===== config.mk =====
export PLATFORM = sky130hd
export DESIGN_NAME = counting_semaphore_fifo_top
export DESIGN_NICKNAME = d
export VERILOG_FILES = /design/src/rtl/csf_pkg.sv /design/src/rtl/csf_queue.sv /design/src/rtl/counting_semaphore_fifo_top.sv
export SDC_FILE = /design/constraint.sdc
export NUM_CORES = 1
export LEC_CHECK = 0
export BUFFER_PORTS_ARGS = -buffer_cell sky130_fd_sc_hd__buf_4
export CORE_ASPECT_RATIO = 1.1
export CORE_MARGIN = 5
export CORE_UTILIZATION = 61
export DETAILED_ROUTE_END_ITERATION = 8
export GPL_TIMING_DRIVEN = 0
export PLACE_DENSITY = 0.88
export SETUP_SLACK_MARGIN = 0.4
export SYNTH_ARGS = -nofsm -noshare
export SYNTH_HDL_FRONTEND = slang
export SYNTH_SLANG_ARGS = --single-unit
export TNS_END_PERCENT = 10

===== constraint.sdc =====
create_clock -name clk -period 8.3 [get_ports clk]
set_input_delay 0.83 -clock clk [delete_from_list [all_inputs] [get_ports clk]]
set_output_delay 0.83 -clock clk [all_outputs]
set_load 0.1 [all_outputs]

===== src/rtl/csf_pkg.sv =====
// Shared constants, status codes and control types of the counting semaphore block.
`default_nettype none
package csf_pkg;

	localparam int QUEUE_DEPTH_DEF = 16;
	localparam int ID_BITS_DEF     = 8;

	localparam int THREAD_W    = 8;
	localparam int STATUS_W    = 3;
	localparam int INIT_W      = 16;
	localparam int COUNT_W     = 18;
	localparam int COUNT_OUT_W = 17;

	localparam logic signed [COUNT_W-1:0] COUNT_MAX  = 18'sd65535;
	localparam logic signed [COUNT_W-1:0] COUNT_ZERO = 18'sd0;
	localparam logic signed [COUNT_W-1:0] COUNT_ONE  = 18'sd1;

	localparam logic [STATUS_W-1:0] ST_GRANTED    = 3'd0;
	localparam logic [STATUS_W-1:0] ST_BLOCKED    = 3'd1;
	localparam logic [STATUS_W-1:0] ST_NO_WAITER  = 3'd2;
	localparam logic [STATUS_W-1:0] ST_WOKE       = 3'd3;
	localparam logic [STATUS_W-1:0] ST_QUEUE_FULL = 3'd4;
	localparam logic [STATUS_W-1:0] ST_SATURATED  = 3'd5;

	localparam logic CMD_WAIT   = 1'b0;
	localparam logic CMD_SIGNAL = 1'b1;

	typedef struct packed {
		logic push;
		logic pop;
		logic clear;
	} queue_ctrl_t;

	typedef struct packed {
		logic full;
		logic empty;
	} queue_stat_t;

endpackage
`default_nettype wire


===== src/rtl/csf_queue.sv =====
// Wait queue of thread identifiers held in a synchronous memory with its pointers.
`default_nettype none
module csf_queue #(
	parameter int QUEUE_DEPTH = csf_pkg::QUEUE_DEPTH_DEF,
	parameter int ID_BITS     = csf_pkg::ID_BITS_DEF
) (
	input  wire                        clk,
	input  wire                        arst_n,
	input  wire csf_pkg::queue_ctrl_t  ctrl,
	input  wire  [ID_BITS-1:0]         wr_id,
	output csf_pkg::queue_stat_t       stat,
	output logic [ID_BITS-1:0]         rd_id
);

	localparam int PTR_W = (QUEUE_DEPTH > 1) ? $clog2(QUEUE_DEPTH) : 1;
	localparam int TOT_W = $clog2(QUEUE_DEPTH + 1);
	localparam logic [PTR_W-1:0] LAST_SLOT = PTR_W'(QUEUE_DEPTH - 1);
	localparam logic [TOT_W-1:0] FULL_TOTAL = TOT_W'(QUEUE_DEPTH);

	logic [ID_BITS-1:0] mem [QUEUE_DEPTH];
	logic [PTR_W-1:0]   head_q;
	logic [PTR_W-1:0]   tail_q;
	logic [TOT_W-1:0]   total_q;
	logic [ID_BITS-1:0] rd_q;

	function automatic logic [PTR_W-1:0] next_slot(input logic [PTR_W-1:0] p);
		next_slot = (p == LAST_SLOT) ? '0 : p + PTR_W'(1);
	endfunction

	always_ff @(posedge clk or negedge arst_n) begin
		if (!arst_n) begin
			head_q  <= '0;
			tail_q  <= '0;
			total_q <= '0;
		end else if (ctrl.clear) begin
			head_q  <= '0;
			tail_q  <= '0;
			total_q <= '0;
		end else if (ctrl.push) begin
			tail_q  <= next_slot(tail_q);
			total_q <= total_q + TOT_W'(1);
		end else if (ctrl.pop) begin
			head_q  <= next_slot(head_q);
			total_q <= total_q - TOT_W'(1);
		end
	end

	always_ff @(posedge clk) begin
		if (ctrl.push && !ctrl.clear) begin
			mem[tail_q] <= wr_id;
		end
		if (ctrl.pop) begin
			rd_q <= mem[head_q];
		end
	end

	assign stat.full  = (total_q == FULL_TOTAL);
	assign stat.empty = (total_q == '0);
	assign rd_id      = rd_q;

endmodule
`default_nettype wire


===== src/rtl/counting_semaphore_fifo_top.sv =====
// Top level of the counting semaphore with its queue of waiting threads.
// A wait, a grant or a signal without a waiter gives its result in the cycle after the beat.
// A signal that wakes a waiter reads the queue memory; the read state then registers the result.
// One command is in flight at a time: one beat per cycle unless stalled or reading the queue.
// Reset clears the count, the queue pointers and the output valid flag; the memory is not cleared.
`default_nettype none
module counting_semaphore_fifo_top #(
	parameter int QUEUE_DEPTH = csf_pkg::QUEUE_DEPTH_DEF,
	parameter int ID_BITS     = csf_pkg::ID_BITS_DEF
) (
	input  wire                                      clk,
	input  wire                                      arst_n,
	input  wire                                      cfg_we,
	input  wire  [csf_pkg::INIT_W-1:0]               cfg_wdata,
	input  wire                                      in_valid,
	output logic                                     in_ready,
	input  wire                                      command,
	input  wire  [csf_pkg::THREAD_W-1:0]             thread_id,
	output logic                                     out_valid,
	input  wire                                      out_ready,
	output logic [csf_pkg::STATUS_W-1:0]             status,
	output logic [csf_pkg::THREAD_W-1:0]             woken_thread,
	output logic signed [csf_pkg::COUNT_OUT_W-1:0]   count_after
);

	localparam int EXT_W = (ID_BITS > csf_pkg::THREAD_W) ? ID_BITS : csf_pkg::THREAD_W;
	localparam logic S_IDLE = 1'b0;
	localparam logic S_READ = 1'b1;

	logic                                  state_q;
	logic signed [csf_pkg::COUNT_W-1:0]    count_q;
	logic                                  out_valid_q;
	logic [csf_pkg::STATUS_W-1:0]          out_status_q;
	logic [csf_pkg::THREAD_W-1:0]          out_woken_q;
	logic signed [csf_pkg::COUNT_OUT_W-1:0] out_count_q;

	csf_pkg::queue_ctrl_t                  qctrl;
	csf_pkg::queue_stat_t                  qstat;
	logic [ID_BITS-1:0]                    rd_id;
	logic [EXT_W-1:0]                      tid_ext;
	logic [EXT_W-1:0]                      rd_ext;

	logic                                  accept;
	logic signed [csf_pkg::COUNT_W-1:0]    count_dec;
	logic signed [csf_pkg::COUNT_W-1:0]    count_inc;
	logic signed [csf_pkg::COUNT_W-1:0]    count_nxt;
	logic [csf_pkg::STATUS_W-1:0]          status_nxt;
	logic                                  push;
	logic                                  pop;

	assign in_ready = (state_q == S_IDLE) && (!out_valid_q || out_ready);
	assign accept   = in_valid && in_ready;

	assign count_dec = count_q - csf_pkg::COUNT_ONE;
	assign count_inc = count_q + csf_pkg::COUNT_ONE;
	assign tid_ext   = EXT_W'(thread_id);
	assign rd_ext    = EXT_W'(rd_id);

	always_comb begin
		count_nxt  = count_q;
		status_nxt = csf_pkg::ST_GRANTED;
		push       = 1'b0;
		pop        = 1'b0;
		unique case (command)
			csf_pkg::CMD_WAIT: begin
				if (count_dec < csf_pkg::COUNT_ZERO) begin
					if (qstat.full) begin
						status_nxt = csf_pkg::ST_QUEUE_FULL;
					end else begin
						push       = 1'b1;
						count_nxt  = count_dec;
						status_nxt = csf_pkg::ST_BLOCKED;
					end
				end else begin
					count_nxt  = count_dec;
					status_nxt = csf_pkg::ST_GRANTED;
				end
			end
			csf_pkg::CMD_SIGNAL: begin
				if (count_q >= csf_pkg::COUNT_MAX) begin
					count_nxt  = csf_pkg::COUNT_MAX;
					status_nxt = csf_pkg::ST_SATURATED;
				end else begin
					count_nxt = count_inc;
					if (count_inc <= csf_pkg::COUNT_ZERO && !qstat.empty) begin
						pop        = 1'b1;
						status_nxt = csf_pkg::ST_WOKE;
					end else begin
						status_nxt = csf_pkg::ST_NO_WAITER;
					end
				end
			end
			default: begin
				status_nxt = csf_pkg::ST_GRANTED;
			end
		endcase
	end

	assign qctrl.push  = accept && push;
	assign qctrl.pop   = accept && pop;
	assign qctrl.clear = cfg_we;

	csf_queue #(
		.QUEUE_DEPTH (QUEUE_DEPTH),
		.ID_BITS     (ID_BITS)
	) u_queue (
		.clk    (clk),
		.arst_n (arst_n),
		.ctrl   (qctrl),
		.wr_id  (tid_ext[ID_BITS-1:0]),
		.stat   (qstat),
		.rd_id  (rd_id)
	);

	always_ff @(posedge clk or negedge arst_n) begin
		if (!arst_n) begin
			count_q <= '0;
		end else if (cfg_we) begin
			count_q <= $signed({{(csf_pkg::COUNT_W - csf_pkg::INIT_W){1'b0}}, cfg_wdata});
		end else if (accept) begin
			count_q <= count_nxt;
		end
	end

	always_ff @(posedge clk or negedge arst_n) begin
		if (!arst_n) begin
			state_q     <= S_IDLE;
			out_valid_q <= 1'b0;
		end else begin
			unique case (state_q)
				S_IDLE: begin
					if (accept) begin
						out_valid_q <= !pop;
						state_q     <= pop ? S_READ : S_IDLE;
					end else if (out_valid_q && out_ready) begin
						out_valid_q <= 1'b0;
					end
				end
				S_READ: begin
					out_valid_q <= 1'b1;
					state_q     <= S_IDLE;
				end
				default: begin
					state_q <= S_IDLE;
				end
			endcase
		end
	end

	always_ff @(posedge clk) begin
		if (accept) begin
			out_status_q <= status_nxt;
			out_woken_q  <= '0;
			out_count_q  <= count_nxt[csf_pkg::COUNT_OUT_W-1:0];
		end else if (state_q == S_READ) begin
			out_woken_q <= rd_ext[csf_pkg::THREAD_W-1:0];
		end
	end

	assign out_valid    = out_valid_q;
	assign status       = out_status_q;
	assign woken_thread = out_woken_q;
	assign count_after  = out_count_q;

endmodule
`default_nettype wire


# Yosys cells after proc, flatten, opt, wreduce, memory -nomap -nowiden

Memories as Yosys holds them, arrays and structs flattened. A register that Yosys moved wholly into a read port is not among the register bits.
Cells that the tools add are included.
Widths: inputs -> output; s select.

Register bits after elaboration: 61
RAM bits: 128
Input bits: 30
Output and inout port bits: 30
Word-level logic and storage cells: 82
Memories kept: 1

$add $sub $neg: 6
Order comparisons: 3
Eq/ne operators: 6
Muxes and demuxes: 35
Bitwise operators: 2
Reduce and logical (&&, ||, !) cells: 19

Memory list:

| name        | depth | width | rd ports | clocked after Yosys merged registers in | wr ports | RTL line        | source |
|---|---|---|---|---|---|---|---|
| u_queue.mem | 16    | 8     | 1        | 1                                       | 1        | csf_queue.sv:20 | `logic [ID_BITS-1:0] mem [QUEUE_DEPTH];` |

Operators by type and width:

| cell                  | number |
|---|---|
| $mux 18               | 5 |
| $pmux 18 s2           | 1 |
| $mux 4                | 7 |
| $add 18x2->18 const B | 1 |
| $ge 18x17->1 const B  | 1 |
| $le 18x1->1 const B   | 1 |
| $lt 18x1->1 const B   | 1 |
| $sub 18x2->18 const B | 1 |
| $mux 5                | 3 |
| $mux 1                | 13 |
| $mux 3                | 3 |
| $add 4x1->4 const B   | 2 |
| $eq 4x4->1 const B    | 2 |
| $logic_and 1x1->1     | 7 |
| $pmux 3 s2            | 1 |
| $reduce_bool 2->1     | 3 |
| $add 5x1->5 const B   | 1 |
| $eq 5x5->1 const B    | 1 |
| $logic_not 5->1       | 1 |
| $sub 5x1->5 const B   | 1 |
| $logic_not 1->1       | 4 |
| $ne 4x4->1 const B    | 1 |
| $pmux 1 s2            | 2 |
| $reduce_and 2->1      | 2 |
| 5 further kinds       | 6 |

# Longest topological paths before layout

Depth after elaboration: 10
Mapped depth: 14
Gate-level depth less buffers: 12

# Hierarchy

A second synthesis with hierarchy kept.

Cells, all modules: 713
Area total of the unflattened synthesis: 9334.0 µm²

By module, submodules not included:

| module                      | instances | cells each | area each (µm²) | seq. area each (µm²) |
|---|---|---|---|---|
| csf_queue                   | 1         | 343        | 6093.3          | 4409.2 |
| counting_semaphore_fifo_top | 1         | 370        | 3240.6          | 1261.2 |

# Worst setup path after synthesis

No wires, ideal clock.

Path type: register to register
Start: register out_valid_q (netlist: out_valid)
End: register u_queue.total_q[4]
Setup time: 0.131 ns
Data arrival time: 4.487 ns
Data required time: 8.169 ns
Setup slack: 3.682 ns
Cell stages (with the launch flop): 12
Path buffers: 1
Period minus slack after synthesis: 4.618 ns
Path through: dfrtp_1 > a21oi_1 > nand2_1 > nor4_4 > inv_2 > buf_6 > fa_1 > a21o_1 > a21oi_1 > nor3_1 > a21oi_1 > nand4_1

Longest elaborated chain between the ends: 7
Elaborated cells between the ends (all ways): 9
Those cells by class: mux: 2; reduce/logical: 7

RTL lines:

| what                     | RTL line                           | source |
|---|---|---|
| start: declaration       | counting_semaphore_fifo_top.sv:32  | `logic out_valid_q;` |
| start signal: assignment | counting_semaphore_fifo_top.sv:133 | `out_valid_q <= !pop;` |
| $logic_not 1->1 (*)      | counting_semaphore_fifo_top.sv:51  | `assign in_ready = (state_q == S_IDLE) && (!out_valid_q \|\| out_ready);` |
| $logic_or 1x1->1 (*)     | counting_semaphore_fifo_top.sv:51  |  |
| $logic_and 1x1->1 (*)    | counting_semaphore_fifo_top.sv:51  |  |
| named net in_ready       | counting_semaphore_fifo_top.sv:16  | `output logic in_ready,` |
| $logic_and 1x1->1 (*)    | counting_semaphore_fifo_top.sv:52  | `assign accept = in_valid && in_ready;` |
| $logic_and 1x1->1        | counting_semaphore_fifo_top.sv:99  | `assign qctrl.push = accept && push;` |
| $mux 5                   | csf_queue.sv:39                    | `end else if (ctrl.push) begin` |
| $mux 5                   | csf_queue.sv:35                    | `end else if (ctrl.clear) begin` |
| end signal: assignment   | csf_queue.sv:41                    | `total_q <= total_q + TOT_W'(1);` |
| end signal: assignment   | csf_queue.sv:44                    | `total_q <= total_q - TOT_W'(1);` |
| end: declaration         | csf_queue.sv:23                    | `logic [TOT_W-1:0] total_q;` |

Mark *: on every way through the listed nets, which the timed path passes. The rest lies on a longest branch.
A chain may end at the register's enable or synchronous reset.

# Final worst setup path

Start: register count_q[12] (netlist name)
End: memory u_queue.mem[9][2] (netlist name) (enable)

Longest elaborated chain between the ends: 8

RTL lines:

| what                         | RTL line                           | source |
|---|---|---|
| start: declaration           | counting_semaphore_fifo_top.sv:31  | `logic signed [csf_pkg::COUNT_W-1:0] count_q;` |
| start signal: assignment     | counting_semaphore_fifo_top.sv:119 | `count_q <= $signed({{(csf_pkg::COUNT_W - csf_pkg::INIT_W){1'b0}}, cfg_wdata});` |
| start signal: assignment     | counting_semaphore_fifo_top.sv:121 | `count_q <= count_nxt;` |
| $sub 18x2->18                | counting_semaphore_fifo_top.sv:54  | `assign count_dec = count_q - csf_pkg::COUNT_ONE;` |
| $lt 18x1->1                  | counting_semaphore_fifo_top.sv:66  | `if (count_dec < csf_pkg::COUNT_ZERO) begin` |
| $mux 1                       | counting_semaphore_fifo_top.sv:66  |  |
| $mux 1                       | counting_semaphore_fifo_top.sv:64  | `unique case (command)` |
| $logic_and 1x1->1            | counting_semaphore_fifo_top.sv:99  |  |
| $logic_and 1x1->1            | csf_queue.sv:49                    | `if (ctrl.push && !ctrl.clear) begin` |
| $mux 1                       | csf_queue.sv:49                    |  |
| $mux 1 (implied by the code) | csf_queue.sv:50                    | `mem[tail_q] <= wr_id;` |
| end: declaration             | csf_queue.sv:20                    |  |

Every way passes these cells.

==> metrics.csv <==
metric,value,unit
CP endpoint kind,flop,
synthesized net count,719,
Total Wirelength,27260,um
period utilization,0.4965,
worst path cell trace,"buf_2, nor4_1, nand4b_1, nor2_4, xnor2_2, nor4_4, buf_4, nand2_1, nor3_1",
DIE HEIGHT,138.7,um
Die X,127.0,um
fillers,932,
Final Max Tran Viols,0,
Final setup viols,0,
Mean Syn Cell Area,13.56,um2
largest net degree at the start of global routing,34,
die area,17610,um2
most frequent cell after synthesis,edfxtp_1,
Port Buffer Count,58,
top-area cell type share of the netlist area,0.5103,
Worst-Skew Late Latency,0.45,ns
"Seq/Total Area, Yosys",0.6177,
share of layout cells above drive strength 1,0.2089,
Post CTS Setup Buffer Count,0,
main flop type after synthesis,edfxtp_1,
num rows,47,
core box area,14940,um2
RSZ-0062 raised after global routing,false,
"top cells by count, synth","156 x edfxtp_1, 66 x nor2_1, 48 x nand2_1",
Layout area overhead,14.33,%
setup TNS,0,ns
# H-tree levels,4,
post-cts resize count,0,
grt total ovfl,0,
DRC,0,
starting DRC count in detailed routing,1409,
status,finished clean,
CTS tree,done,
Hold Path Class,primary input to async pin,
hold_buf cts,0,
Synth area leader,edfxtp_1,
Mapped Cells,677,
post-route ant nets,0,
antenna violations before repair,1,
Peak Freq,242.6,MHz
Synth Register Bits,197,
DR pass1 iterations,6,
Critical R2R Capture,u_queue.mem[9][2],
Critical Path Max Stage Delay,1.07,ns
Critical Path Slowest Stage Cell,nor3_1,
initial cell density of the core,0.6146,
total track usage,0.3102,
launch point of the worst reg-to-reg path,count_q[12],
VDD IR max,0.0001711,V
P_leak,3.588,nW
nets@finish,796,
root buffer cell,clkbuf_16,
post-DP HPWL,16790,um
global-route wire length before repair,40440,um
crit start category,flop,
Multi-input gate area,3246,um2
DR WL/cell,28.34,um
CP Max Fanout,10,
ys async rst share,0.1675,
worst path arrival time,4.18,ns
routability cong.,0.9568,
register area,5670,um2
CP Data Required Time,8.36,ns
top post-synthesis cells by area,"edfxtp_1 51%, mux4_2 9.8%, dfrtp_1 9.0%, nor2_1 2.7%, nand2_1 2.0%",
clock sinks,197,
Post-Syn Area,9180,um2
CTS Buffer Depth,2,
"Reg clk slew, reported paths",0.08,ns
crit path buf inv count,2,
CP Class,flop to flop,
diode count,0,
top cell family by delay on the critical path,simple AND/OR/NAND/NOR gates,
vias per inst,7.199,
"EDFF count, synth",156,
Worst slew margin,0.1324,
IO Count,60,
Hold Fails Final Rpt,0,
Ys Warns,0,
worst-margin pin slew,1.292,ns
Synth cell types,74,
routed vias,6925,
fin crit period,4.121,ns
vias in the first global route,6857,
MaxCap Viol Count,0,
TritonCTS Buffers,17,
"Core Util, Final",0.7026,
worst r2r path cells,9,
pwr dens,220.3,nW/um2
worst setup slack for register-to-register paths,4.18,ns
Final Skew,0.01456,ns
## per-layer routing
layer / GRT usage / up-vias / routed length (um)
met5: 0 / - / 28
met4: 0.1513 / 2 / 1616
met1: 0.3965 / 3298 / 9242
met2: 0.4869 / 673 / 12780
met3: 0.09284 / 178 / 3593
li1: - / 2774 / -
## cell families after synthesis
| group | count (synthesis) | share of synthesized area |
|---|---|---|
| XOR/XNOR | 9 | 0.009405 |
| buffers and inverters | 64 | 0.02930 |
| multiplexers | 52 | 0.1115 |
| AO/OA/AOI/OAI | 126 | 0.09473 |
| adder cells (fa/ha/maj) | 12 | 0.01717 |
| flip-flops | 197 | 0.6177 |
| AND/OR/NAND/NOR | 217 | 0.1202 |
## registers in the layout, summed over array words and instances (netlist names)
signal,cells
u_queue.mem,128
count_q,18
count_after,17
u_queue.rd_id,8
woken_thread,8
u_queue.total_q,5
u_queue.head_q,4
u_queue.tail_q,4
status,3
out_valid,1
state_q,1
## final cells by class
type	instances	share of cell area
buffer	45	0.01896
clock buffer	17	0.04053
clock inverter	14	0.01931
inverter	19	0.006795
multi-input combinational	416	0.3093
sequential	197	0.5403
tap	196	0.02337
timing repair buffer	58	0.04149
## stage by stage
stage | hold WS, ns | power (W) | instance area, um2 | setup slack, ns | instances
CTS | 0.3524 | 0.002300 | 10490 | 4.127 | 962
global placement | 0.4647 | 0.001426 | 9861 | 4.251 | 931
finish | 0.3340 | 0.002312 | 10500 | 4.179 | 962
floorplan | 0.4567 | 0.001342 | 9180 | 3.682 | 677
detailed placement | 0.4833 | 0.001437 | 9862 | 4.143 | 931
global route | 0.3679 | 0.002373 | 10500 | 3.928 | 962
## worst max path at each step
stage | start | endpoint | cells after the start
final | count_q[12] | u_queue.mem[9][2] | 9
after global routing | count_q[12] | u_queue.mem[9][2] | 9
after CTS | count_q[12] | u_queue.mem[1][5] | 9
after detailed placement | count_q[12] | u_queue.mem[1][1] | 9
after global placement | count_q[12] | u_queue.mem[1][2] | 9
after floorplan | out_valid | u_queue.total_q[4] | 11
## layout by cell type (no fill, tap or decap), types with 6 or more instances in the layout
cell	instances
clkbuf_16	17
mux2i_1	10
nand2_1	48
nor3_1	14
nand3_1	18
a221o_1	6
buf_4	59
dfrtp_1	33
edfxtp_1	156
clkbuf_1	30
ha_1	11
inv_1	18
dfxtp_1	8
a21o_1	7
nand4_1	7
nor4_1	7
a21oi_1	19
mux4_2	40
buf_2	8
nor2_1	66
and3_1	11
nor2b_1	8
o21ai_0	35
## power breakdown
part	internal (W)	total [W]	switching (W)	leakage, nW
clock network	0.000463	0.000876	0.000413	0.304
registers	0.00109	0.00112	0.0000240	1.90
logic	0.0000869	0.000321	0.000234	1.38
(Power assumes the default switching activity.)
